==> src/rtl/dsdf_pkg.sv <==
// ----------------------------------------------------------------------------
// dsdf_pkg
// Shared widths, codes and types of the stereo delay-and-sum direction finder.
// ----------------------------------------------------------------------------
`default_nettype none

package dsdf_pkg;

  localparam int SampleW   = 16;
  localparam int CoefW     = 17;
  localparam int CoefRegs  = 8;
  localparam int CfgIdxW   = 3;
  localparam int ProdW     = SampleW + CoefW;   // one tap product
  localparam int PsumW     = ProdW + 3;         // room for up to eight taps
  localparam int FracBits  = 16;
  localparam int FiltW     = PsumW - FracBits;  // filtered sample after >>16
  localparam int SumW      = FiltW + 1;         // left + right
  localparam int SqW       = 2 * SumW;
  localparam int PowerW    = 45;
  localparam int VoteW     = 8;
  localparam int DirW      = 2;

  localparam logic [PowerW-1:0] PowerMax = {PowerW{1'b1}};
  localparam logic [VoteW-1:0]  VoteMax  = {VoteW{1'b1}};

  localparam logic [DirW-1:0] DirCenter = 2'd0;
  localparam logic [DirW-1:0] DirRight  = 2'd1;
  localparam logic [DirW-1:0] DirLeft   = 2'd2;

  localparam int TapCountDef       = 8;
  localparam int WindowSamplesDef  = 64;
  localparam int SteerLagDef       = 3;
  localparam int WinPerDecisionDef = 30;

  // Control of one steering's energy path
  typedef struct packed {
    logic sum_en;   // take the steered sum
    logic sq_en;    // register its square
    logic acc_en;   // add the square into the window energy
    logic clr;      // window done, start over
  } acc_ctrl_t;

endpackage

`default_nettype wire

==> src/rtl/dsdf_tap_cell.sv <==
// ----------------------------------------------------------------------------
// dsdf_tap_cell
// One FIR tap for both channels: holds a history sample, passes it on when a
// request is taken, and adds its product into the partial sum from its neighbor.
// ----------------------------------------------------------------------------
`default_nettype none

module dsdf_tap_cell (
  input  wire                                      clk_i,
  input  wire                                      rst_ni,
  input  wire                                      shift_i,
  input  wire  signed [dsdf_pkg::CoefW-1:0]        coef_i,
  input  wire  signed [dsdf_pkg::SampleW-1:0]      left_i,
  input  wire  signed [dsdf_pkg::SampleW-1:0]      right_i,
  input  wire  signed [dsdf_pkg::PsumW-1:0]        left_psum_i,
  input  wire  signed [dsdf_pkg::PsumW-1:0]        right_psum_i,
  output logic signed [dsdf_pkg::SampleW-1:0]      left_o,
  output logic signed [dsdf_pkg::SampleW-1:0]      right_o,
  output logic signed [dsdf_pkg::PsumW-1:0]        left_psum_o,
  output logic signed [dsdf_pkg::PsumW-1:0]        right_psum_o
);

  logic signed [dsdf_pkg::SampleW-1:0] left_q, right_q;
  logic signed [dsdf_pkg::ProdW-1:0]   left_prod, right_prod;
  logic signed [dsdf_pkg::PsumW-1:0]   left_psum_q, right_psum_q;

  always_ff @(posedge clk_i or negedge rst_ni) begin
    if (!rst_ni) begin
      left_q  <= '0;
      right_q <= '0;
    end else if (shift_i) begin
      left_q  <= left_i;
      right_q <= right_i;
    end
  end

  assign left_prod  = dsdf_pkg::ProdW'(coef_i) * dsdf_pkg::ProdW'(left_q);
  assign right_prod = dsdf_pkg::ProdW'(coef_i) * dsdf_pkg::ProdW'(right_q);

  // partial sums ripple one cell per cycle
  always_ff @(posedge clk_i) begin
    left_psum_q  <= left_psum_i + dsdf_pkg::PsumW'(left_prod);
    right_psum_q <= right_psum_i + dsdf_pkg::PsumW'(right_prod);
  end

  assign left_o       = left_q;
  assign right_o      = right_q;
  assign left_psum_o  = left_psum_q;
  assign right_psum_o = right_psum_q;

endmodule

`default_nettype wire

==> config.mk <==
export PLATFORM = sky130hd
export DESIGN_NAME = dsdf_tap_cell
export DESIGN_NICKNAME = d
export VERILOG_FILES = /design/src/rtl/dsdf_pkg.sv /design/src/rtl/dsdf_tap_cell.sv
export SDC_FILE = /design/constraint.sdc
export NUM_CORES = 2
export LEC_CHECK = 0
export BUFFER_PORTS_ARGS = -buffer_cell sky130_fd_sc_hd__buf_2
export CAP_MARGIN = 20
export CORE_ASPECT_RATIO = 0.8
export CORE_MARGIN = 2
export CORE_UTILIZATION = 45
export CTS_BUF_LIST = sky130_fd_sc_hd__clkbuf_16
export CTS_CLUSTER_SIZE = 25
export DETAILED_ROUTE_END_ITERATION = 8
export REMOVE_ABC_BUFFERS = 1
export SLEW_MARGIN = 20
export SYNTH_ARGS = -nofsm -noshare
export SYNTH_HDL_FRONTEND = slang
export SYNTH_SLANG_ARGS = --single-unit
export TNS_END_PERCENT = 100
==> constraint.sdc <==
create_clock -name clk_i -period 14.25 [get_ports clk_i]
set_clock_uncertainty 0.1 [all_clocks]
set_input_delay 1.425 -clock clk_i [delete_from_list [all_inputs] [get_ports clk_i]]
set_output_delay 1.425 -clock clk_i [all_outputs]
set_load 0.01 [all_outputs]
[Word-level counts from Yosys, hierarchy flattened]
Cells that the tools add are included.
Cells by class
  $add $sub $neg: 2
  multipliers: 2
Operators by type and width (count)
  36-bit by 33-bit adder with 36-bit output: 2
  17-bit by 16-bit multiplier with 33-bit output: 2
Word-level totals
  output and inout bits: 104
  word-level logic and storage cells: 8
  flip-flop bits (word level): 104

[Longest topological paths before layout]
  depth in word-level cells: 2
  gate-level depth with buffers: 26

[Least setup slack after synthesis]
OpenSTA, ideal clock, no wires.
  path kind: in2reg
  start: input port coef_i[16] (netlist name)
  end: register left_psum_q, in the netlist left_psum_o[35]
  path slack: 6837 ps
  stages on the path: 22
  arrival time: 7190 ps
  setup time: 123 ps
  required time: 14027 ps
  path through: clkbuf_1 -> clkbuf_1 -> nand2_1 -> inv_1 -> fa_1 -> fa_1 -> fa_1 -> fa_1 -> fa_1 -> inv_1 -> fa_1 -> inv_1 -> ha_1 -> nand4_1 -> nor3_1 -> o31ai_1 -> a21oi_1 -> o221ai_2 -> o211a_1 -> o21ai_0 -> a21oi_1 -> xor2_1
On the way
  cells in the longest elaborated chain, start to end: 2
Ends and longest elaborated chain
  start: declaration: line dsdf_tap_cell.sv:12  | input wire signed [dsdf_pkg::CoefW-1:0] coef_i,
  17-bit by 16-bit multiplier with 33-bit output: line dsdf_tap_cell.sv:37  | assign left_prod = dsdf_pkg::ProdW'(coef_i) * dsdf_pkg::ProdW'(left_q);
  36-bit by 33-bit adder with 36-bit output: line dsdf_tap_cell.sv:42  | left_psum_q <= left_psum_i + dsdf_pkg::PsumW'(left_prod);
  end signal: assignment: line dsdf_tap_cell.sv:42
  end: declaration: line dsdf_tap_cell.sv:25  | logic signed [dsdf_pkg::PsumW-1:0] left_psum_q, right_psum_q;
Every way passes these cells.
A chain may end at the register's enable or synchronous reset.

[Worst setup path after layout]
Same ends and word-level chain as after synthesis.

==> summary.txt <==
Die
  • Vert. Die Dim: 222.1 um
  • Core box area: a little under 0.06 mm2
  • Die area: 0.06143 mm2
  • Top-level I/O count: about 230
  • Die width: 276.6 um
  • Std-Cell Rows: 79
  • Starting density of the core: 0.4580

Yosys
  • Seq cells post-synth: 104
  • Synth warn: 0
  • Post-Synthesis Mean Instance Area: ~9.6 um2
  • Mapped Area: 0.02675 mm2
  • EDFF count, synth: 0
  • Synth async-reset ratio: 0.3077
  • Post-synth cell types: 64
  • Sequential area share after synthesis: 0.08381
  • Synth Flop Type: dfxtp_1
  • Mapped Cells: 2793

Global routing
  • Initial antenna violation count: 7
  • Vias in the first global route: 20882
  • Met3 Usage GRT: 0.03435
  • GRT busiest layer: met2
  • Met1 Use GR: 0.2858
  • GR Util All Layers: 0.2130
  • Total grt overflow: 0
  • GR Util met2: 0.3658
  • Largest net degree at the start of global routing: 35
  • First-pass GRT wire length: 104500 um

Placement
  • RD Place Congestion: a little over 0.8
  • Dpl cells: approximately 3700
  • Port bufs: 227
  • Post-DP HPWL: 49440 um
  • Pre-CTS setup slack: 5.739 ns

Drt
  • Via density: 5.014
  • Via count: 18582
  • DRC Markers: 0
  • Final ANT Viol Nets: 0
  • Initial DRC Count: 935
  • Pre-Repair DR Iteration Count: 6
  • Avg WL per Cell: approximately 16 um
  • Routed Wire Length: around 61000 um

Clocking
  • CTS clk-pin slew, worst paths: ~0.080 ns
  • CTS Buffer Depth: 2
  • Root Buffer: clkbuf_16
  • CTS Buf Count: 9
  • Clk Latency, worst-skew pair: ~0.4 ns
  • CTS tree: done
  • # clock sinks: 104
  • Post-CTS Hold Buffers: 0
  • H-Tree Level Count: 3
  • Post-cts sizing count: 0
  • Postcts setup bufs: 0

STA
  • Highest clock rate: roughly 0.12 GHz
  • Post-Route Setup TNS: 0 ns
  • Slew margin rel.: 0.2994
  • Worst Max-Slew Pin Slew: between 1 and 1.5 ns
  • Fin. Hold Viols: 0
  • Final worst slack: 6.095 ns
  • Final setup vio count: 0
  • Final Max Slew Viols: 0
  • Tcrit/Tclk final: 0.5723
  • RSZ-0062 raised after global routing: false
  • Final min period: 8.155 ns

Min path
  • Hold crit path type: reg -> reg
  • Worst Hold End: right_o[7]
  • Worst min-delay path startpoint: right_o[7]
  • Hold depth: 1

Cells and area
  • Fraction of layout cells with a size suffix above 1: 0.1008
  • Final net count: between 3000 and 4000
  • Final cell count without fillers: around 3700
  • P&R area growth vs syn: 7.520%
  • Finished Core Util: 0.4924

Worst setup path
  • CP Capture Type: register
  • Critical Path AT: 8.34 ns
  • Startpoint Class: primary input
  • Path depth of the worst reg2reg path: 20
  • FF-to-FF End: left_psum_o[35]
  • Top fanout value on the critical path: 32
  • R2R Path Start: left_o[2]
  • Crit Path Category: in -> reg
  • Worst R2R Setup Slack: 6.75 ns
  • WP data required: 14.44 ns

Outcome
  • Status: complete, no violations

Run
  • Maxcap violations: 0
## final cells by class
cell class	count	area, um2
antenna	1	2.502
clock buffer	9	225.2
clock inverter	7	41.29
fill	5627	29650
inverter	746	2800
multi-input combinational	1837	21310
sequential	104	2242
tap	769	962.2
timing repair buffer	233	1181
## worst max-delay path, cell delays in order
cell and delay, ns:
buf_2 0.54, nand2_1 0.21, inv_1 0.17, fa_1 0.54, fa_1 0.91, fa_1 0.53
fa_1 0.51, fa_1 0.49, inv_1 0.05, fa_1 0.48, inv_1 0.04, ha_1 0.38
nand4_1 0.20, nor3_1 0.31, o31ai_1 0.12, a21oi_1 0.47, o221ai_2 0.25, o211a_1 0.26
o21ai_0 0.17, a21oi_1 0.10, xor2_1 0.14
## worst max-delay path by stage
stage / from / end / slack [ns] / cells after the start
finish: coef_i[16] / left_psum_o[35] / 6.09 / 21
global route: coef_i[16] / left_psum_o[35] / 5.67 / 21
CTS: coef_i[16] / left_psum_o[35] / 6.17 / 21
detailed placement: coef_i[16] / left_psum_o[35] / 5.74 / 21
global placement: coef_i[16] / left_psum_o[35] / 5.87 / 21
floorplan: coef_i[16] / left_psum_o[35] / 7.32 / 20
## metal layers
metal  vias up  wire, um
li1       8389         -
met1      9640     26730
met2       483     29880
met3        60      3303
met4        10       831
met5         -        66
## cell families (layout without fill, tap and decap cells)
group | after synthesis | after routing | synth area share
flip-flops | 104 | 104 | 0.08381
other | 0 | 1 | 0
AND/OR/NAND/NOR | 684 | 684 | 0.1263
multiplexers | 30 | 30 | 0.01263
AO/OA/AOI/OAI | 186 | 186 | 0.04756
adder cells (fa/ha/maj) | 862 | 862 | 0.5855
XOR/XNOR | 75 | 75 | 0.02455
buffers and inverters | 852 | 995 | 0.1196
## synth_stat cells, drive strengths merged, types with 11 or more instances
cell type | number | area (um2)
a21o | 12 | 90.09
a21oi | 72 | 379.1
and2 | 256 | 1602
clkbuf | 103 | 386.6
dfrtp | 32 | 800.8
dfxtp | 72 | 1441
fa | 650 | 13010
ha | 212 | 2653
inv | 744 | 2793
mux2 | 30 | 337.8
nand2 | 292 | 1096
nand2b | 13 | 81.33
nand3 | 18 | 90.09
nor2 | 65 | 246.5
nor3 | 11 | 60.06
o21ai | 37 | 185.2
o21bai | 16 | 123.9
xnor2 | 57 | 499.2
xor2 | 18 | 157.7
## sequential cells by signal (all words and copies together) (netlist names)
signal	cells
left_o	16
left_psum_o	36
right_psum_o	36
right_o	16
## cells in the final DEF, fill, tap and decap left out, types with 5 or more instances in the layout
cell	synthesis	final
nand2_1	292	292
mux2_2	30	30
inv_1	744	746
nor3_1	10	10
o21ai_0	33	33
nand3b_1	5	5
dfxtp_1	72	72
xnor2_1	57	57
ha_1	212	212
a21o_1	12	12
o21a_1	8	8
xor2_1	18	18
dfrtp_1	32	32
and3_1	7	7
and2_1	256	256
o21bai_1	15	15
a21oi_1	69	69
fa_1	650	650
buf_4	0	6
nor2_1	64	64
a211oi_1	7	7
nand2b_1	13	13
buf_2	2	227
nand3_1	18	18
clkbuf_16	0	9
## per-stage QoR
step / hold slack (ns) / cell area, um2
floorplan: 0.6679 / 26350
global placement: 0.5663 / 28500
detailed placement: 0.5866 / 28500
CTS: 0.6064 / 28760
global route: 0.6553 / 28760
finish: 0.5947 / 28770
Power is left out: the tool's default activity adds up to more than one toggle a clock period on the data nets, which glitch-free logic cannot reach.
