$ cat config.mk
export PLATFORM = sky130hd
export DESIGN_NAME = dsdf_power_acc
export DESIGN_NICKNAME = d
export VERILOG_FILES = /design/src/rtl/dsdf_pkg.sv /design/src/rtl/dsdf_power_acc.sv
export SDC_FILE = /design/constraint.sdc
export NUM_CORES = 1
export LEC_CHECK = 0
export ABC_AREA = 1
export BUFFER_PORTS_ARGS = -buffer_cell sky130_fd_sc_hd__buf_2
export CELL_PAD_IN_SITES_DETAIL_PLACEMENT = 1
export CELL_PAD_IN_SITES_GLOBAL_PLACEMENT = 2
export CORE_MARGIN = 4
export CORE_UTILIZATION = 35
export CTS_CLUSTER_SIZE = 40
export DETAILED_ROUTE_END_ITERATION = 16
export GPL_TIMING_DRIVEN = 0
export PLACE_DENSITY = 0.84
export RECOVER_POWER = 25
export SYNTH_ARGS = -nofsm -noshare
export SYNTH_HDL_FRONTEND = slang
export SYNTH_SLANG_ARGS = --single-unit
$ cat constraint.sdc
create_clock -name clk_i -period 7.2 [get_ports clk_i]
set_input_delay 0.36 -clock clk_i [delete_from_list [all_inputs] [get_ports clk_i]]
set_output_delay 0.36 -clock clk_i [all_outputs]
set_load 0.1 [all_outputs]
$ cat src/rtl/dsdf_pkg.sv
// ----------------------------------------------------------------------------
// dsdf_pkg
// Shared widths, codes and types of the stereo delay-and-sum direction finder.
// ----------------------------------------------------------------------------
`default_nettype none

package dsdf_pkg;

  localparam int SampleW   = 16;
  localparam int CoefW     = 17;
  localparam int CoefRegs  = 8;
  localparam int CfgIdxW   = 3;
  localparam int ProdW     = SampleW + CoefW;   // one tap product
  localparam int PsumW     = ProdW + 3;         // room for up to eight taps
  localparam int FracBits  = 16;
  localparam int FiltW     = PsumW - FracBits;  // filtered sample after >>16
  localparam int SumW      = FiltW + 1;         // left + right
  localparam int SqW       = 2 * SumW;
  localparam int PowerW    = 45;
  localparam int VoteW     = 8;
  localparam int DirW      = 2;

  localparam logic [PowerW-1:0] PowerMax = {PowerW{1'b1}};
  localparam logic [VoteW-1:0]  VoteMax  = {VoteW{1'b1}};

  localparam logic [DirW-1:0] DirCenter = 2'd0;
  localparam logic [DirW-1:0] DirRight  = 2'd1;
  localparam logic [DirW-1:0] DirLeft   = 2'd2;

  localparam int TapCountDef       = 8;
  localparam int WindowSamplesDef  = 64;
  localparam int SteerLagDef       = 3;
  localparam int WinPerDecisionDef = 30;

  // Control of one steering's energy path
  typedef struct packed {
    logic sum_en;   // take the steered sum
    logic sq_en;    // register its square
    logic acc_en;   // add the square into the window energy
    logic clr;      // window done, start over
  } acc_ctrl_t;

endpackage

`default_nettype wire

$ cat src/rtl/dsdf_power_acc.sv
// ----------------------------------------------------------------------------
// dsdf_power_acc
// Window energy of one steering: registers the steered sum, squares it and
// adds it into a saturating accumulator.
// ----------------------------------------------------------------------------
`default_nettype none

module dsdf_power_acc (
  input  wire                                   clk_i,
  input  wire                                   rst_ni,
  input  dsdf_pkg::acc_ctrl_t                   ctrl_i,
  input  wire  signed [dsdf_pkg::SumW-1:0]      sum_i,
  output logic        [dsdf_pkg::PowerW-1:0]    power_o
);

  logic signed [dsdf_pkg::SumW-1:0]   sum_q;
  logic        [dsdf_pkg::SumW-1:0]   mag;
  logic        [dsdf_pkg::SqW-1:0]    sq_q;
  logic        [dsdf_pkg::PowerW:0]   total;
  logic        [dsdf_pkg::PowerW-1:0] acc_q, acc_d;

  // the most negative sum maps to 2^20, still fits unsigned
  assign mag   = sum_q[dsdf_pkg::SumW-1] ? -sum_q : sum_q;
  assign total = {1'b0, acc_q} + (dsdf_pkg::PowerW + 1)'(sq_q);

  always_comb begin
    acc_d = acc_q;
    if (ctrl_i.clr) begin
      acc_d = '0;
    end else if (ctrl_i.acc_en) begin
      acc_d = (total > (dsdf_pkg::PowerW + 1)'(dsdf_pkg::PowerMax)) ?
              dsdf_pkg::PowerMax : total[dsdf_pkg::PowerW-1:0];
    end
  end

  always_ff @(posedge clk_i) begin
    if (ctrl_i.sum_en) begin
      sum_q <= sum_i;
    end
    if (ctrl_i.sq_en) begin
      sq_q <= dsdf_pkg::SqW'(mag) * dsdf_pkg::SqW'(mag);
    end
  end

  always_ff @(posedge clk_i or negedge rst_ni) begin
    if (!rst_ni) begin
      acc_q <= '0;
    end else begin
      acc_q <= acc_d;
    end
  end

  assign power_o = acc_q;

endmodule

`default_nettype wire

# --- Word-level counts from Yosys, hierarchy flattened ---
# Index checks and enable logic that the tools add are counted.
# Widths: inputs -> output; s select.
totals:
  ff_bits: 108
  elab_cells: 12
  inputBits: 27
  out_inout_bits: 45
op_classes:
  add_sub_neg: 2
  reduce_logical: 1
  n_lt_le_gt_ge: 1
  n_mul: 1
  mux: 4
op_table:
  columns: ["operator", "count"]
  rows:
  - ["$mux 45", 3]
  - ["$add 45x42->46", 1]
  - ["$gt 46x45->1 const B", 1]
  - ["$mul 21x21->42", 1]
  - ["$mux 21", 1]
  - ["$neg 21->21", 1]
  - ["$reduce_bool 2->1", 1]

# --- Depth between registers and ports, before layout ---
logic_depth:
  depth_word: 5
  mapped_depth: 40
  depth_no_buf: 40

# --- Worst setup path after synthesis ---
# OpenSTA, ideal clock, no wires.
synth_timing:
  path_type: "register to register"
  startpoint: "register sum_q[0] in the netlist's numbering"
  endpoint: "register sq_q[40] in the netlist's numbering (data pin)"
  n_path_buf: 1
  period_less_slack_ps: 7162
  arrival_ps: 6909
  path_slack_ps: 38
  path_stages_with_launch: 33
  required_ps: 6947
  setup_ps: 253
  path_cell_list: "edfxtp_1 -> inv_2 -> clkbuf_1 -> ha_1 -> nand2_2 -> nor2_2 -> nand3_1 -> nand2_1 -> nand2_1 -> nand2_1 -> clkinv_1 -> nor2_1 -> inv_1 -> fa_1 -> inv_1 -> fa_1 -> inv_1 -> fa_1 -> inv_1 -> fa_1 -> inv_1 -> fa_1 -> fa_1 -> inv_1 -> fa_1 -> ha_1 -> nand2_1 -> nor2_1 -> inv_1 -> nor4_1 -> nand3_1 -> nand4_1 -> nand2_1"
synth_via:
  elab_chain_len: 3
synth_lines:
  columns: ["element", "line", "source"]
  rows:
  - ["start: declaration", "dsdf_power_acc.sv:16", "logic signed [dsdf_pkg::SumW-1:0] sum_q;"]
  - ["start signal: assignment", "dsdf_power_acc.sv:38", "sum_q <= sum_i;"]
  - ["$neg 21->21", "dsdf_power_acc.sv:23", "assign mag = sum_q[dsdf_pkg::SumW-1] ? -sum_q : sum_q;"]
  - ["$mux 21 (*)", "dsdf_power_acc.sv:23", null]
  - ["$mul 21x21->42 (*)", "dsdf_power_acc.sv:41", "sq_q <= dsdf_pkg::SqW'(mag) * dsdf_pkg::SqW'(mag);"]
  - ["end signal: assignment", "dsdf_power_acc.sv:41", null]
  - ["end: declaration", "dsdf_power_acc.sv:18", "logic [dsdf_pkg::SqW-1:0] sq_q;"]
# Every way passes the cells marked *; elsewhere a longest branch is shown, timed or not.
# A chain may end at the register's enable or synchronous reset.

# --- Final worst setup path ---
layout_timing:
  startpoint: "register sum_q[8] in the netlist's numbering"
  endpoint: "register sq_q[36] in the netlist's numbering (data pin)"
# The elaborated chain is that of the path after synthesis.

==> impl_metrics.tcl <==
set metrics [dict create \
    ys.flop_type "edfxtp_1" \
    die_w_um 253 \
    drive_gt1_share_pct 18.6 \
    ys_types 46 \
    worstHoldPathType "input port to register" \
    grt_max_degree 46 \
    syn_inst 2818 \
    post_dp_cell_area_um2 22400 \
    syn_avg_cell_area_um2 7.47 \
    slowest_delay_ns 0.58 \
    die-area_um2 64100 \
    cts_tree "yes" \
    finalHoldViolCount 0 \
    wl_per_cell_um 19.5 \
    htree_levels 3 \
    worstPathRequired_ns 7.36 \
    violations "max-capacitance violations, max-slew violations" \
    crit_slowest_cell "fa_1" \
    fill_cells 7277 \
    relSlewSlack_pct -74.5 \
    synth_edf_count 62 \
    status "complete, but fails checks" \
    clkLatencyLatePin_ns 0.40 \
    grtUsageTotal_pct 23.0 \
    via_per_inst 4.89 \
    dp_hpwl_um 60100 \
    drt_first_pass_iters 4 \
    yosys_warnings 0 \
    rsz0062_at_grt "yes" \
    cp.arrival_ns 7.36 \
    rows 89 \
    finalCriticalPeriod_ns 7.20 \
    drt_wl_total_um 73900 \
    ys_ff_latch 107 \
    tightest_slew_ns 2.62 \
    antenna_found_initial 0 \
    ctsRootBufferMaster "clkbuf_16" \
    fp.coreArea_um2 59200 \
    yosysSeqAreaShare_pct 14.2 \
    async_reset_ff_share_pct 42.1 \
    postLayoutCellArea_um2 25500 \
    netlist_area_um2 21000 \
    initial_core_util_pct 35.5 \
    path_clk_slew_ns 0.09 \
    start_kind "register" \
    gr-total-overflow 0 \
    slew_violations 46 \
    dp_slack_ns -2.12 \
    cts_sinks 107 \
    cts-buffers-inserted 9 \
    drtAntennaViolNets 0 \
    max_freq_ghz 0.139 \
    path_class "register to register" \
    setup_viol 0 \
    grt_pass1_vias 20778 \
    finalWorstSetupSlack_ns 0.000436 \
    path_max_fanout 5 \
    end_kind "register" \
    die_h_um 253 \
    portBuffers 71 \
    syn2layout_area_growth_pct 21.1 \
    nNetsFinal 3539 \
    maxCapViolCount 1 \
    grt_pass1_wl_um 114000 \
    num_io_pins 72 \
    period_share_pct 100 \
    routed-via-count 18494 \
    clock_path_buffers 2 \
    drt_iter0_drc 714 \
    skew_ns 0.0161 \
    drc 0 \
    gp_congestion 0.916 \
    cp_common_cell "fa_1" \
    hold_buffers 0 \
]
-- cells by family (layout without fill, tap and decap cells) --
| logic type | after synthesis | count (layout) | synth area share, % |
|---|---|---|---|
| fa+ha+maj | 506 | 506 | 41.3 |
| xor+xnor | 67 | 67 | 2.88 |
| other cells | 2 | 17 | 0.0357 |
| buf+inv | 778 | 957 | 14.3 |
| flops | 107 | 107 | 14.2 |
| compound gates | 169 | 169 | 4.46 |
| simple gates | 1189 | 1189 | 22.9 |
-- cells in the mapped netlist (23+ instances only) --
cell | count | area share (%)
o21ai_1 | 23 | 0.55
ha_1 | 192 | 11
nand3_1 | 108 | 2.6
nor2_1 | 261 | 4.7
a21oi_1 | 71 | 1.7
xor2_1 | 58 | 2.4
nand2_1 | 749 | 13
fa_1 | 314 | 30
inv_1 | 719 | 13
o21ai_0 | 41 | 0.97
edfxtp_1 | 62 | 8.8
dfrtp_1 | 45 | 5.4
-- flip-flops by register name, indices dropped and copies added (netlist names) --
register / cells
sum_q: 21
sq_q: 41
power_o: 45
-- critical path, delay by kind of cell (launching register included) --
family / cells / cell delay (ns)
AOI/OAI and AO/OA: 1 / 0.12
xor gates and xnor gates: 1 / 0.16
adders and majority gates: 8 / 3.71
buffers and inverters: 10 / 0.90
DFF: 1 / 0.42
and+or+nand+nor: 12 / 1.64
-- per-layer routing --
metal | GRT usage, % | wire length, um | vias up
met1 | 27.7 | 30700 | 9294
li1 | - | - | 8688
met5 | 0 | 0 | -
met3 | 2.90 | 2270 | 136
met4 | 8.20 | 2780 | 0
met2 | 42.2 | 38200 | 376
-- cell type report --
cell class	count	area [um^2]	area share, %
timing repair buffer	163	1140	4.47
multi-input combinational	1947	16800	66.0
clock buffer	9	225	0.884
tap	773	967	3.79
sequential	107	2990	11.7
antenna	1	2.50	0.00982
inverter	741	2870	11.3
clock inverter	7	86.3	0.339
buffer	37	384	1.51
-- layout by cell type (no fill, tap or decap), types with 16 or more instances in the layout --
master	count
dfrtp_1	45
conb_1	16
nand2_1	685
ha_1	163
inv_2	37
xor2_1	48
o21ai_1	28
nor2_1	182
buf_2	73
a21oi_2	20
nand3_1	92
edfxtp_1	62
inv_1	687
nand2_2	51
ha_4	24
a21oi_1	43
nor2_4	45
fa_1	306
o21ai_0	23
buf_4	82
nand2_4	24
nor2_2	45
-- path summary, 6_finish.rpt --
kind                        startpoint  slack (ns)  cells past startpoint          end
max                           sum_q[8]      0.0004                     32     sq_q[36]
min in group asynchronous       rst_ni        0.77                      1   power_o[5]
min reg2reg                power_o[36]        0.52                      2  power_o[36]
min                          sum_i[11]        0.13                      1    sum_q[11]
max reg2reg                   sum_q[8]      0.0004                     32     sq_q[36]
max in group asynchronous       rst_ni        4.93                      1  power_o[26]
-- through the flow --
| step | setup TNS, ns | utilization, % | hold slack [ns] | std cells |
|---|---|---|---|---|
| 2_1_floorplan | 0 | - | 0.0644 | 2832 |
| 4_1_cts | -0.00748 | 40.8 | 0.104 | 3748 |
| 5_1_grt | -4.66 | 43.0 | 0.117 | 3784 |
| 3_5_place_dp | -57.99 | 37.8 | 0.503 | 3676 |
| 6_report | 0 | 43.0 | 0.128 | 3785 |
| 3_3_place_gp | -52.81 | 37.8 | 0.500 | 3676 |
-- repair_timing --
item	CTS	global route
pin swaps	72	110
resized for setup	249	275
cloned	1	0
setup buffers	55	36
endpoints found under the setup margin	35	27
Power is left out: the tool's default activity adds up to more than one toggle a clock period on the data nets, which glitch-free logic cannot reach.
