==> config.mk <==
export PLATFORM = sky130hd
export DESIGN_NAME = dsdf_vote
export DESIGN_NICKNAME = d
export VERILOG_FILES = /design/src/rtl/dsdf_pkg.sv /design/src/rtl/dsdf_vote.sv
export SDC_FILE = /design/constraint.sdc
export NUM_CORES = 1
export LEC_CHECK = 0
export ABC_AREA = 1
export BUFFER_PORTS_ARGS = -buffer_cell sky130_fd_sc_hd__buf_2
export CAP_MARGIN = 20
export CORE_UTILIZATION = 57
export CTS_CLUSTER_DIAMETER = 50
export DETAILED_ROUTE_END_ITERATION = 16
export PLACE_DENSITY_LB_ADDON = 0.1
export REMOVE_ABC_BUFFERS = 1
export SLEW_MARGIN = 20
export SYNTH_ARGS = -nofsm -noshare
export SYNTH_HDL_FRONTEND = slang
export SYNTH_SLANG_ARGS = --single-unit
==> constraint.sdc <==
create_clock -name clk_i -period 5.2 [get_ports clk_i]
set_input_delay 1.04 -clock clk_i [delete_from_list [all_inputs] [get_ports clk_i]]
set_output_delay 1.04 -clock clk_i [all_outputs]
set_load 0.03 [all_outputs]
==> src/rtl/dsdf_pkg.sv <==
// ----------------------------------------------------------------------------
// dsdf_pkg
// Shared widths, codes and types of the stereo delay-and-sum direction finder.
// ----------------------------------------------------------------------------
`default_nettype none

package dsdf_pkg;

  localparam int SampleW   = 16;
  localparam int CoefW     = 17;
  localparam int CoefRegs  = 8;
  localparam int CfgIdxW   = 3;
  localparam int ProdW     = SampleW + CoefW;   // one tap product
  localparam int PsumW     = ProdW + 3;         // room for up to eight taps
  localparam int FracBits  = 16;
  localparam int FiltW     = PsumW - FracBits;  // filtered sample after >>16
  localparam int SumW      = FiltW + 1;         // left + right
  localparam int SqW       = 2 * SumW;
  localparam int PowerW    = 45;
  localparam int VoteW     = 8;
  localparam int DirW      = 2;

  localparam logic [PowerW-1:0] PowerMax = {PowerW{1'b1}};
  localparam logic [VoteW-1:0]  VoteMax  = {VoteW{1'b1}};

  localparam logic [DirW-1:0] DirCenter = 2'd0;
  localparam logic [DirW-1:0] DirRight  = 2'd1;
  localparam logic [DirW-1:0] DirLeft   = 2'd2;

  localparam int TapCountDef       = 8;
  localparam int WindowSamplesDef  = 64;
  localparam int SteerLagDef       = 3;
  localparam int WinPerDecisionDef = 30;

  // Control of one steering's energy path
  typedef struct packed {
    logic sum_en;   // take the steered sum
    logic sq_en;    // register its square
    logic acc_en;   // add the square into the window energy
    logic clr;      // window done, start over
  } acc_ctrl_t;

endpackage

`default_nettype wire

==> src/rtl/dsdf_vote.sv <==
// ----------------------------------------------------------------------------
// dsdf_vote
// Picks the loudest steering of a window, keeps the vote counters and the
// window counter, and gives the smoothed position at each decision.
// ----------------------------------------------------------------------------
`default_nettype none

module dsdf_vote #(
  parameter int WINDOWS_PER_DECISION = dsdf_pkg::WinPerDecisionDef
) (
  input  wire                                clk_i,
  input  wire                                rst_ni,
  input  wire                                win_end_i,
  input  wire  [dsdf_pkg::PowerW-1:0]        center_power_i,
  input  wire  [dsdf_pkg::PowerW-1:0]        left_power_i,
  input  wire  [dsdf_pkg::PowerW-1:0]        right_power_i,
  output logic [dsdf_pkg::DirW-1:0]          dir_o,
  output logic                               pos_valid_o,
  output logic [dsdf_pkg::DirW-1:0]          pos_o
);

  localparam int WinW = (WINDOWS_PER_DECISION > 1) ? $clog2(WINDOWS_PER_DECISION) : 1;

  // strict compares: a tie with right goes right, a center-left tie goes left
  function automatic logic [dsdf_pkg::DirW-1:0] pick(
    input logic [dsdf_pkg::PowerW-1:0] c,
    input logic [dsdf_pkg::PowerW-1:0] l,
    input logic [dsdf_pkg::PowerW-1:0] r
  );
    logic [dsdf_pkg::DirW-1:0] d;
    if (c > l) begin
      d = (c > r) ? dsdf_pkg::DirCenter : dsdf_pkg::DirRight;
    end else begin
      d = (l > r) ? dsdf_pkg::DirLeft : dsdf_pkg::DirRight;
    end
    return d;
  endfunction

  logic [dsdf_pkg::VoteW-1:0] cv_q, lv_q, rv_q;
  logic [dsdf_pkg::VoteW-1:0] cv_n, lv_n, rv_n;
  logic [WinW-1:0]            win_q;
  logic                       last;

  assign dir_o = pick(center_power_i, left_power_i, right_power_i);
  assign last  = (win_q == WinW'(WINDOWS_PER_DECISION - 1));

  always_comb begin
    cv_n = cv_q;
    lv_n = lv_q;
    rv_n = rv_q;
    unique case (dir_o)
      dsdf_pkg::DirCenter: if (cv_q != dsdf_pkg::VoteMax) cv_n = cv_q + 1'b1;
      dsdf_pkg::DirLeft:   if (lv_q != dsdf_pkg::VoteMax) lv_n = lv_q + 1'b1;
      default:             if (rv_q != dsdf_pkg::VoteMax) rv_n = rv_q + 1'b1;
    endcase
  end

  assign pos_valid_o = last;
  assign pos_o = last ? pick(dsdf_pkg::PowerW'(cv_n), dsdf_pkg::PowerW'(lv_n),
                             dsdf_pkg::PowerW'(rv_n))
                      : dsdf_pkg::DirCenter;

  always_ff @(posedge clk_i or negedge rst_ni) begin
    if (!rst_ni) begin
      cv_q  <= '0;
      lv_q  <= '0;
      rv_q  <= '0;
      win_q <= '0;
    end else if (win_end_i) begin
      if (last) begin
        cv_q  <= cv_n >> 2;
        lv_q  <= lv_n >> 2;
        rv_q  <= rv_n >> 2;
        win_q <= '0;
      end else begin
        cv_q  <= cv_n;
        lv_q  <= lv_n;
        rv_q  <= rv_n;
        win_q <= win_q + 1'b1;
      end
    end
  end

endmodule

`default_nettype wire

# Word-level counts from Yosys, hierarchy flattened
# Index checks and enable logic that the tools add are counted.
[word_totals]
ff_bits = 29
latch_bits = 0
ram_bits = 0
romBits = 0
input_bits = 138
n_memories = 0
[classes]
addsub = 4
mul = 0
div_mod_pow = 0
n_lt_le_gt_ge = 6
n_eq_ne = 5
shifts = 0
n_mux = 17
bitwise_logic = 0
reduce_logical = 2
[ops]
columns = ["cell", "n"]
rows = [
  ["$gt A45 B45 Y1", 3],
  ["$mux W8", 9],
  ["$add A8 B1 Y8 const B", 3],
  ["$gt A8 B8 Y1", 3],
  ["$ne A8 B8 Y1 const B", 3],
  ["$mux W2", 5],
  ["$add A5 B1 Y5 const B", 1],
  ["$eq A5 B5 Y1 const B", 1],
  ["$mux W5", 1],
  ["$eq A2 B2 Y1 const B", 1],
  ["$logic_not A2 Y1", 1],
  ["$mux W1", 2],
  ["$reduce_or A2 Y1", 1],
]

# Logic depth before layout (Yosys ltp)
# Gate-level depths: netlist of run 1.
[depth]
ltp_word = 10
depth_mapped = 30
ltp_nobuf = 30

# Least setup slack after synthesis of run 1
# No wires, ideal clock.
[synth_timing]
path_kind = "in2out"
start = "input port left_power_i[44] in the netlist's numbering"
end = "output port pos_o[1] in the netlist's numbering"
arrival_time_ns = 4.057
required_ns = 4.160
path_slack_ns = 0.103
cell_stages = 26
n_path_buf = 0
cell_sequence = "inv_1 ha_1 nand2_2 nor2_4 nand3_2 nor2_1 nand2_1 nor2_1 nand2_1 nand3_2 nand2_4 inv_6 nand2_4 nor2_4 inv_2 nor3_2 xor2_1 inv_1 ha_1 a21oi_1 nor2_1 a211oi_1 nand2_1 nand2_1 nand3_2 nor2_1"
[synth_between]
elab_chain_len = 10
elab_cells_between_ends = 15
classes_between = "order compare: 4; eq/ne: 1; mux: 8; reduce/logical: 2"
[synth_rtl]
columns = ["element", "line", "source"]
rows = [
  ["from (decl)", "dsdf_vote.sv:15", "input wire [dsdf_pkg::PowerW-1:0] left_power_i,"],
  ["$gt A45 B45 Y1", "dsdf_vote.sv:34", "d = (l > r) ? dsdf_pkg::DirLeft : dsdf_pkg::DirRight;"],
  ["$mux W2", "dsdf_vote.sv:34", ""],
  ["$mux W2 (*)", "dsdf_vote.sv:31", "if (c > l) begin"],
  ["$eq A2 B2 Y1 or $logic_not A2 Y1 (tied branches)", "dsdf_vote.sv:51", "unique case (dir_o)"],
  ["$reduce_or A2 Y1 (no source line)", "--", ""],
  ["$mux W8", "dsdf_vote.sv:51", ""],
  ["$gt A8 B8 Y1", "dsdf_vote.sv:34", ""],
  ["$mux W2", "dsdf_vote.sv:34", ""],
  ["$mux W2 (*)", "dsdf_vote.sv:31", ""],
  ["$mux W2 (*)", "dsdf_vote.sv:59", "assign pos_o = last ? pick(dsdf_pkg::PowerW'(cv_n), dsdf_pkg::PowerW'(lv_n),"],
  ["to (decl)", "dsdf_vote.sv:19", "output logic [dsdf_pkg::DirW-1:0] pos_o"],
]
# Mark *: on every way between the ends. The rest lies on a longest branch, timed or not.

# Worst setup path after layout of run 1
[layout_timing]
start = "input port center_power_i[26] in the netlist's numbering"
end = "output port pos_o[0] in the netlist's numbering"
[layout_between]
elab_chain_len = 10
elab_cells_between_ends = 17
classes_between = "order compare: 5; eq/ne: 1; mux: 9; reduce/logical: 2"
[layout_rtl]
columns = ["element", "line", "source"]
rows = [
  ["from (decl)", "dsdf_vote.sv:14", "input wire [dsdf_pkg::PowerW-1:0] center_power_i,"],
  ["$gt A45 B45 Y1", "dsdf_vote.sv:32", "d = (c > r) ? dsdf_pkg::DirCenter : dsdf_pkg::DirRight;"],
  ["$mux W1", "dsdf_vote.sv:32", ""],
  ["$mux W2 (*)", "dsdf_vote.sv:31", ""],
  ["$eq A2 B2 Y1 or $logic_not A2 Y1 (tied branches)", "dsdf_vote.sv:51", ""],
  ["$reduce_or A2 Y1 (no source line)", "--", ""],
  ["$mux W8", "dsdf_vote.sv:51", ""],
  ["$gt A8 B8 Y1 (on tied branches)", "dsdf_vote.sv:34, dsdf_vote.sv:32", ""],
  ["$mux W2 or $mux W1 (tied branches)", "dsdf_vote.sv:34, dsdf_vote.sv:32", ""],
  ["$mux W2 (*)", "dsdf_vote.sv:31", ""],
  ["$mux W2 (*)", "dsdf_vote.sv:59", ""],
]
# Marks and branches as above.

==> results of run 1 <==
==> cell type report <==
class	count	area, sq um
repair buffers	194	1172
clock inverters	2	10.01
well taps	140	175.2
fillers	918	2689
inverters	211	807.0
clock buffers	6	72.57
multi-input cells	708	5189
flip-flops and latches	29	725.7
==> per-stage QoR <==
step	cell area, sq um	instances
2_1_floorplan	6319	948
5_1_grt	8152	1290
3_3_place_gp	7497	1269
6_report	8152	1290
3_5_place_dp	7497	1269
4_1_cts	7656	1278
==> layer usage <==
metal	vias to the layer above	track usage, %	wire length [um]
met2	170	52.17	8397
met5	-	0	0
li1	3486	-	-
met4	0	9.393	397
met3	35	3.511	770
met1	2929	33.04	7161
==> synthesized netlist by cell type <==
cell type	n
a22oi_1	3
clkbuf_1	6
nor2_1	59
nand3_1	34
a211oi_1	2
xor2_2	1
inv_6	1
o31ai_1	1
o221ai_2	1
inv_4	1
dfrtp_1	29
a31oi_1	1
nand2_1	244
o21ai_1	1
ha_1	161
nor3_2	2
a21oi_1	60
mux2i_1	1
xor2_1	12
nor4_4	1
nand2_4	6
nor2_8	1
a21o_1	6
o221ai_1	15
nand3b_1	1
inv_2	9
nor3b_1	1
nor2_2	6
o21a_1	3
inv_1	200
nand4_1	17
nand3_2	4
nand2_8	1
o22ai_1	7
nor3_1	7
nor4_1	4
nor4_2	2
o21ai_0	17
nand2_2	13
xnor2_1	3
mux2_2	1
and3_1	1
o21bai_1	2
nor2_4	6
==> where the power goes <==
part	total [W]	switching, W	leakage, nW	internal [W]
logic	0.00155	0.000871	4.32	0.000675
registers	0.000413	0.0000968	0.371	0.000316
clock network	0.000186	0.0000931	0.0450	0.0000925
total	0.00214	0.00106	4.73	0.00108
==> worst max path at each step <==
| stage | from | end | depth (start not counted) |
|---|---|---|---|
| 2_1_floorplan | left_power_i[44] | pos_o[1] | 26 |
| 3_3_place_gp | center_power_i[36] | pos_o[1] | 27 |
| 4_1_cts | right_power_i[36] | pos_o[1] | 28 |
| 3_5_place_dp | right_power_i[36] | pos_o[1] | 27 |
| 5_1_grt | right_power_i[36] | pos_o[0] | 29 |
| 6_report | center_power_i[26] | pos_o[0] | 26 |
==> state kept, by name, summed over array words and instances (netlist names) <==
signal / cells
rv_q: 8
lv_q: 8
win_q: 5
cv_q: 8
==> kinds of logic after synthesis <==
group | synth area share (%)
AOI/OAI and AO/OA | 11.27
xor gates and xnor gates | 2.328
adders and majority gates | 31.77
buffers and inverters | 12.96
DFF | 11.44
muxes | 0.3354
and+or+nand+nor | 29.89
==> cells in the final DEF, fill, tap and decap left out, types with 22 or more instances in the layout <==
cell | netlist | final
nand2_2 | 13 | 23
nor2_1 | 59 | 48
inv_2 | 9 | 22
a21oi_1 | 60 | 57
dfrtp_1 | 29 | 29
inv_1 | 200 | 185
buf_2 | 0 | 130
nand2_1 | 244 | 234
nand3_1 | 34 | 30
buf_4 | 0 | 54
ha_1 | 161 | 143
==> what timing repair did <==
action,CTS,global route
hold buffers,0,0
cloned,0,0
gates resized for setup,19,79
pin swaps,7,28
setup endpoints to repair,2,2
hold endpoints to repair,0,0
setup buffers,1,12
==> out/results.ini, run 1 <==
[worst_setup_path]
endpoint_kind = output pin
cp_max_fo = 5
cp.required_ns = 4.16
max_stage_delay_ns = 0.29
slowest_stage = ha_1
worst_path_most_repeated_cell = nor2_1
r2r_start = win_q[1]
r2r_slack_ns = 2.77
reg2reg_to = cv_q[5]
cp_data_arrival_time_ns = 4.24
reg2regPathDepth = 6
crit_path_start_kind = primary input
path_buf_inv = 7
crit_family = simple AND/OR/NAND/NOR gates
crit_type = primary input to output pin

[sta]
grt_setup_unrepaired = true
fin_crit_sh_pct = 101.6
slew_headroom_pct = 44.28
setup_viol = 2
fin_ws_ns = -0.08172
hold_viol = 0
fin_crit_ns = 5.282
finalClockSkew_ns = 0.007389
finalSetupTns_ns = -0.09106
hold_ws_ns = 0.4777
report.final.slew_viol_count = 0
worst_pin_slew_ns = 0.8328
fmax_ghz = 0.1893

[global_routing]
antenna_found_initial = 0
grt_usage_pct = 28.09
grt_max_degree = 30
grt.overflow.total = 0
first_global_vias = 5998
grt_pass1_wl_mm = 26.04

[cts]
cts_root_buffer = clkbuf_8
cts_buffer_depth = 2
clock-sinks = 29
clk_pin_slew_worst_paths_ns = 0.06
tritoncts = built
clock_latency_ns = 0.30
numCtsBuffers = 5
h-tree-depth = 2

[outcome]
violations = setup timing
status = finished, violations left

[placement]
io_buffers = 142
dp_hpwl_mm = 13.55
dpl_worst_slack_ns = -0.2031
place_congestion = 0.9129

[yosys]
synth_cell_type_count = 44
synth_top_area_cell = ha_1
syn_inst = 954
synth_area_sq_mm = 0.006341
synthTopCellsByArea = ha_1 32%, nand2_1 14%, inv_1 12%, dfrtp_1 11%, a21oi_1 4.7%
synth-seq-cells = 29
yosysSeqAreaShare_pct = 11.44
synth_warnings = 0
synth_area_per_cell_sq_um = 6.647
synth_top_area_share_pct = 31.77

[layout]
finalNetCount = 1448
diodes = 0
drive_gt1_share_pct = 28.35
areaGrowthSynthToFinish_pct = 28.55
final_util_pct = 75.20

[pwr]
vdd_drop_max_mv = 0.3344
leakagePower_nw = 4.734
power.density_cell_area_mw_per_mm2 = 263.0
power_w = 0.002144

[floorplanning]
die_h_um = 107.5
rows = 38
io_pins = 143
coreArea_sq_mm = 0.01084
die_x_um = 107.5
die_area_sq_mm = 0.01155
initial_core_util_pct = 58.49

[drt]
postRouteAntennaNets = 0
wl_per_cell_um = 12.97
dr.first_iter.drc_count = 308
dr.pass1.iters = 5
vias = 6620
drc = 0
avgViaCountPerCell = 5.132
routed_wl_mm = 16.73

[min_path]
hold_class = register to register
holdPathEnd = win_q[4]
hold_start = win_q[4]
min_path_cells = 1

[run]
maxCapViolations = 0

(Power assumes the default switching activity.)
==> run 2, diff against run 1 <==
- CORE_UTILIZATION: 57 -> 51
- clock period: 5.2 -> 4.35 ns (I/O delays scaled with it)
==> run 2 against run 1 <==
Against the previous run: the run still ends with setup timing left; die area up 12%; largest power group unchanged; critical path depth increased by 2; register-to-register slack lost 0.81 ns; global-route usage shrank 1.9 points; first-iteration DRC count is 19% lower.
==> out/results.ini, run 2 (synthesis results as in run 1) <==
[layout]
layout_common_cells = 233 x nand2_1, 188 x inv_1, 139 x ha_1  ; was 234 x nand2_1, 185 x inv_1, 143 x ha_1
final_common_cell = nand2_1  ; unchanged
fillers = 1071  ; was 918
finalNetCount = 1476  ; was 1,448
stdcell_area_sq_mm = 0.008551  ; was 0.008152 sq mm
diodes = 0  ; unchanged
areaGrowthSynthToFinish_pct = 34.85  ; was 28.55%
top_regs = cv_q x8, lv_q x8, rv_q x8  ; unchanged
drive_gt1_share_pct = 29.80  ; was 28.35%
stdcell_count = 1346  ; was 1,290

[global_routing]
first_global_vias = 6371  ; was 5,998
grt_usage_pct = 26.23  ; was 28.09%
grt_max_degree = 30  ; unchanged
antenna_found_initial = 0  ; unchanged
grt_pass1_wl_mm = 27.47  ; was 26.04 mm
grt.overflow.total = 0  ; unchanged

[min_path]
hold_class = register to register  ; unchanged

[sta]
hold_ws_ns = 0.4894  ; was 0.4777 ns
grt_setup_unrepaired = true  ; unchanged
report.final.slew_viol_count = 0  ; unchanged
fmax_ghz = 0.1981
worst_pin_slew_ns = 0.7382  ; was 0.8328 ns
fin_crit_ns = 5.049
fin_ws_ns = -0.6989  ; was -0.08172 ns
finalSetupTns_ns = -1.368  ; was -0.09106 ns
hold_viol = 0  ; unchanged
slew_headroom_pct = 50.73  ; was 44.28%
finalClockSkew_ns = 0.007046  ; was 0.007389 ns
fin_crit_sh_pct = 116.1
setup_viol = 2  ; unchanged

[floorplanning]
die_x_um = 113.5  ; was 107.5 um
die_area_sq_mm = 0.01288  ; was 0.01155 sq mm
coreArea_sq_mm = 0.01206  ; was 0.01084 sq mm
io_pins = 143  ; unchanged
rows = 40  ; was 38
die_h_um = 113.5  ; was 107.5 um
initial_core_util_pct = 52.57  ; was 58.49%

[outcome]
status = finished, violations left  ; unchanged
violations = setup timing  ; unchanged

[worst_setup_path]
crit_type = primary input to output pin  ; unchanged
cp_data_arrival_time_ns = 4.18  ; was 4.24 ns
cp_max_fo = 5  ; unchanged
crit_path_start_kind = primary input  ; unchanged
slowest_stage = ha_4  ; was ha_1
cp.required_ns = 3.48  ; was 4.16 ns
max_stage_delay_ns = 0.28  ; was 0.29 ns
endpoint_kind = output pin  ; unchanged

[drt]
dr.first_iter.drc_count = 251  ; was 308
postRouteAntennaNets = 0  ; unchanged
avgViaCountPerCell = 4.977  ; was 5.132
drc = 0  ; unchanged
routed_wl_mm = 17.06  ; was 16.73 mm
wl_per_cell_um = 12.67  ; was 12.97 um
dr.pass1.iters = 5  ; unchanged
vias = 6699  ; was 6,620

[cts]
cts_root_buffer = clkbuf_16  ; was clkbuf_8
clock_latency_ns = 0.28  ; was 0.30 ns
numCtsBuffers = 5  ; unchanged
ctsHoldBuffers = 0  ; unchanged
clock-sinks = 29  ; unchanged
cts_buffer_depth = 2  ; unchanged
h-tree-depth = 2  ; unchanged
clk_pin_slew_worst_paths_ns = 0.05  ; was 0.06 ns
tritoncts = built  ; unchanged

[pwr]
vdd_drop_max_mv = 0.3623  ; was 0.3344 mV
power.density_cell_area_mw_per_mm2 = 320.2  ; was 263.0 mW/mm^2
leakagePower_nw = 4.913  ; was 4.734 nW

[placement]
dp_hpwl_mm = 13.83  ; was 13.55 mm
dpl_worst_slack_ns = -0.7031  ; was -0.2031 ns
io_buffers = 142  ; unchanged
postPlaceCellArea_sq_mm = 0.007732  ; was 0.007497 sq mm
dp.cells = 1322  ; was 1,269
place_congestion = 0.9053  ; was 0.9129

[run]
maxCapViolations = 0  ; unchanged

## run 2: changes by cell type in the layout (fill, tap and decap cells not counted), moves of 4 or more
cell and change:
clkbuf_8 -4, clkbuf_16 +5, ha_1 -4, ha_4 +4
nor2_2 -8, nor2_4 +5, buf_2 +4, buf_4 +24
## run 2: timing repair
action / 4_1_cts / 5_1_grt
gates resized for setup: 29 / 66
endpoints found under the setup margin: 2 / 2
buffers inserted: 4 / 12
pin swaps: 15 / 30
## run 2: cell type report
type	count	area, sq um	share of cell area, %
Sequential cell	29	725.7	8.487
Clock buffer	7	142.6	1.668
Timing Repair Buffer	222	1390	16.26
Inverter	211	804.5	9.409
Clock inverter	1	30.03	0.3512
Multi-Input combinational cell	708	5248	61.37
Tap cell	168	210.2	2.458
## run 2: worst paths after layout
path                                       start       end  slack (ns)  cells past startpoint
max in group asynchronous                 rst_ni   lv_q[2]        3.30                      1
min in group asynchronous                 rst_ni   rv_q[7]        0.62                      1
worst max-delay path            left_power_i[36]  pos_o[0]       -0.70                     28
worst min-delay path                    win_q[4]  win_q[4]        0.49                      1
worst min register to register          win_q[4]  win_q[4]        0.49                      1
worst max register to register           rv_q[1]   rv_q[1]        1.96                     13
## run 2: report_power, final
group          internal, W  total (W)  switching, W
clock             0.000286   0.000408      0.000122
sequential        0.000378   0.000492      0.000113
combinational     0.000832    0.00184       0.00101
## run 2: worst max-delay path: cells and delay by family
| family | cells | cell delay [ns] |
|---|---|---|
| xor+xnor | 1 | 0.25 |
| fa+ha+maj | 2 | 0.56 |
| simple gates | 18 | 1.75 |
| buf+inv | 7 | 0.72 |
## run 2: through the flow
| step | total power, W | util (%) |
|---|---|---|
| 3_5_place_dp | 0.002177 | 64.11 |
| 5_1_grt | 0.003006 | 70.89 |
| 2_1_floorplan | 0.001537 | - |
| 3_3_place_gp | 0.002157 | 64.11 |
| 6_report | 0.002738 | 70.89 |
| 4_1_cts | 0.002634 | 66.99 |
## run 2: metal layers
layer  share of wire (%)  wire, um  vias up  global-route usage (%)
met4                 2.2       369        0                   7.807
met1                  43      7398     2968                   30.66
met3                 4.1       696       31                   2.710
li1                    -         -     3539                       -
met2                  50      8593      161                   50.00
met5                   0         0        -                       0
==> run 3, diff against run 2 <==
- ABC_AREA: 1 -> default
- CTS_CLUSTER_DIAMETER: 50 -> 80
- SKIP_CTS_REPAIR_TIMING: default -> 1
==> run 3 against run 2 <==
Against the previous run: the run still ends with setup timing left; sequential share of layout area down 0.42 points; routed wire length rose by 21%; maximum frequency shrank 18%; sequential cell count unchanged; worst hold slack better by 0.039 ns; critical endpoint is now pos_o[1]; largest cell class unchanged.
==> out/results.ini, run 3 <==
[outcome]
status = finished, violations left  ; unchanged
violations = setup timing  ; unchanged

[yosys]
synthTopCellsByArea = ha_1 34%, dfrtp_1 12%, inv_1 7.8%, a21oi_1 6.2%, nand2_1 3.9%  ; was ha_1 32%, nand2_1 14%, inv_1 12%, dfrtp_1 11%, a21oi_1 4.7%
synth_area_per_cell_sq_um = 7.755  ; was 6.647 sq um
synth_top_area_share_pct = 33.91  ; was 31.77%
yosysMostFrequentCell = ha_1  ; was nand2_1
synthTopCellsByCount = 161 x ha_1, 124 x inv_1, 74 x a21oi_1  ; was 244 x nand2_1, 200 x inv_1, 161 x ha_1
synth_ff_type = dfrtp_1  ; unchanged
synth_top_area_cell = ha_1  ; unchanged
async_flop_share_pct = 100.0  ; unchanged
synth-seq-cells = 29  ; unchanged
syn_inst = 766  ; was 954
synth_warnings = 0  ; unchanged
synth_cell_type_count = 60  ; was 44
synth_edf_count = 0  ; unchanged
synth_area_sq_mm = 0.005941  ; was 0.006341 sq mm
yosysSeqAreaShare_pct = 12.22  ; was 11.44%

[sta]
worst_pin_slew_ns = 0.9088  ; was 0.7382 ns
setup_viol = 3  ; was 2
fin_ws_ns = -1.820  ; was -0.6989 ns
grt_setup_unrepaired = true  ; unchanged
fmax_ghz = 0.1621  ; was 0.1981 GHz
hold_ws_ns = 0.5279  ; was 0.4894 ns
hold_viol = 0  ; unchanged
fin_crit_sh_pct = 141.8  ; was 116.1%
finalClockSkew_ns = 0.002240  ; was 0.007046 ns
report.final.slew_viol_count = 0  ; unchanged
fin_crit_ns = 6.170  ; was 5.049 ns
slew_headroom_pct = 39.42  ; was 50.73%

[drt]
wl_per_cell_um = 16.85  ; was 12.67 um
routed_wl_mm = 20.62  ; was 17.06 mm
vias = 7144  ; was 6,699
dr.first_iter.drc_count = 562  ; was 251
dr.pass1.iters = 7  ; was 5
drc = 0  ; unchanged
postRouteAntennaNets = 0  ; unchanged
avgViaCountPerCell = 5.837  ; was 4.977

[run]
maxCapViolations = 0  ; unchanged

[layout]
diodes = 0  ; unchanged
top_regs = cv_q x8, lv_q x8, rv_q x8  ; unchanged
stdcell_area_sq_mm = 0.008997  ; was 0.008551 sq mm
areaGrowthSynthToFinish_pct = 51.45  ; was 34.85%
final_common_cell = buf_4  ; was nand2_1
layout_common_cells = 175 x buf_4, 140 x ha_1, 125 x buf_2  ; was 233 x nand2_1, 188 x inv_1, 139 x ha_1
drive_gt1_share_pct = 39.96  ; was 29.80%
finalNetCount = 1379  ; was 1,476
fillers = 750  ; was 1,071

[floorplanning]
die_h_um = 109.9  ; was 113.5 um
initial_core_util_pct = 52.25  ; was 52.57%
io_pins = 143  ; unchanged
die_area_sq_mm = 0.01208  ; was 0.01288 sq mm
coreArea_sq_mm = 0.01137  ; was 0.01206 sq mm
rows = 39  ; was 40
die_x_um = 109.9  ; was 113.5 um

[worst_setup_path]
crit_family = simple AND/OR/NAND/NOR gates  ; unchanged
worst_path_most_repeated_cell = nand4_1
max_stage_delay_ns = 0.40  ; was 0.28 ns
cp_max_fo = 5  ; unchanged
r2r_start = rv_q[0]  ; was rv_q[1]
cp.required_ns = 3.48  ; about the same
reg2reg_to = rv_q[1]  ; unchanged
path_cells = buf_8 > inv_4 > ha_4 > nand4_1 > nor4_4 > nand4_2 > and4_4 > a221oi_4 > buf_4 > o211ai_4 > inv_2 > buf_6 > nand4_1 > mux2_4 > ha_4 > and4_4 > nand4_1 > o21a_1 > o32ai_2 > a22o_1 > and2_4 > and4_1 > buf_6
path_buf_inv = 6  ; was 7
reg2regPathDepth = 8  ; was 13
r2r_slack_ns = 1.68  ; was 1.96 ns
crit_type = primary input to output pin  ; unchanged
cp_data_arrival_time_ns = 5.30  ; was 4.18 ns
endpoint_kind = output pin  ; unchanged
crit_path_start_kind = primary input  ; unchanged
slowest_stage = nor4_4  ; was ha_4

[placement]
postPlaceCellArea_sq_mm = 0.008008  ; was 0.007732 sq mm
place_congestion = 0.9843  ; was 0.9053
dpl_worst_slack_ns = -2.141  ; was -0.7031 ns
io_buffers = 142  ; unchanged
dp_hpwl_mm = 15.48  ; was 13.83 mm

[global_routing]
antenna_found_initial = 0  ; unchanged
first_global_vias = 6613  ; was 6,371
grt_pass1_wl_mm = 29.15  ; was 27.47 mm
grt_max_degree = 49  ; was 30
grt_usage_pct = 30.35  ; was 26.23%
grt.overflow.total = 0  ; unchanged

[pwr]
p_int_w = 0.001879  ; was 0.001496 W
power.density_cell_area_mw_per_mm2 = 383.1  ; was 320.2 mW/mm^2
leakagePower_nw = 4.848  ; was 4.913 nW
seq_power_share_pct = 15.5  ; was 18.0%
vdd_drop_max_mv = 0.3648  ; was 0.3623 mV
p_sw_w = 0.001568  ; was 0.001242 W
p_comb_share_pct = 72.4  ; was 67.1%
swShare_pct = 45.49  ; was 45.36%
pwr-share-clk_pct = 12.1  ; was 14.9%

[cts]
cts_root_buffer = clkbuf_16  ; unchanged
numCtsBuffers = 5  ; unchanged
clock-sinks = 29  ; unchanged
h-tree-depth = 2  ; unchanged
clk_pin_slew_worst_paths_ns = 0.05  ; about the same
tritoncts = built  ; unchanged
clock_latency_ns = 0.28  ; about the same
cts_buffer_depth = 2  ; unchanged

[min_path]
holdPathEnd = win_q[4]  ; unchanged
hold_start = win_q[4]  ; unchanged
min_path_cells = 1  ; unchanged
hold_class = register to register  ; unchanged

-- run 3: final cells by class --
class | count | area (sq um) | share of cell area, %
multi-input combinational | 599 | 5250 | 58.35
timing repair buffer | 321 | 2191 | 24.35
sequential | 29 | 725.7 | 8.066
inverter | 124 | 475.5 | 5.284
tap | 143 | 178.9 | 1.989
clock buffer | 6 | 138.9 | 1.544
clock inverter | 2 | 37.54 | 0.4172
-- run 3: worst max-delay path by stage --
stage                                  start  endpoint  slack [ns]  cells past startpoint
after detailed placement   center_power_i[8]  pos_o[0]       -2.14                     21
final                       left_power_i[44]  pos_o[1]       -1.82                     23
after floorplan             left_power_i[39]  pos_o[0]       -1.84                     19
after CTS                  center_power_i[8]  pos_o[0]       -2.24                     21
after global routing      center_power_i[32]  pos_o[0]       -1.96                     25
after global placement     center_power_i[8]  pos_o[0]       -1.85                     21
-- run 3: power by group through the flow --
stage,Clock (W),Combinational [W],Sequential (W)
3_3_place_gp,0,0.00188,0.000505
5_1_grt,0.000431,0.00270,0.000549
2_1_floorplan,0,0.00118,0.000492
4_1_cts,0.000419,0.00200,0.000516
3_5_place_dp,0,0.00198,0.000518
6_report,0.000417,0.00250,0.000534
-- run 3: per-layer routing --
layer	wire length [um]	track usage, %	vias to the layer above
met2	10270	55.13	343
met1	8325	37.44	3323
met4	676	9.333	0
met5	0	0	-
li1	-	-	3401
met3	1348	2.845	77
-- run 3: logic make-up (layout without fill, tap and decap cells) --
kind of cell    Yosys count  after routing  share of synthesized area, %
xor+xnor                 13             13                         1.917
simple gates            212            212                         19.42
fa+ha+maj               161            161                         33.91
flops                    29             29                         12.22
compound gates          192            192                         19.97
mux                      21             21                         3.707
buf+inv                 138            453                         8.867
-- run 3: per-stage QoR --
stage               std cells  TNS [ns]  power, W  utilization [%]
detailed placement       1202    -4.839  0.002497            70.43
finish                   1224    -3.660  0.003447            79.14
floorplan                 752    -3.568  0.001671                -
global route             1224    -3.960  0.003676            79.14
global placement         1202    -3.865  0.002388            70.43
CTS                      1210    -4.573  0.002939            71.98
-- run 3: worst reg2reg max path: stages (launching register included) --
cell	delay, ns
dfrtp_1	0.48
ha_1	0.25
nand2_1	0.14
nor2_1	0.47
nor4_4	0.09
buf_4	0.17
xnor2_1	0.52
mux2i_1	0.15
mux2_2	0.29
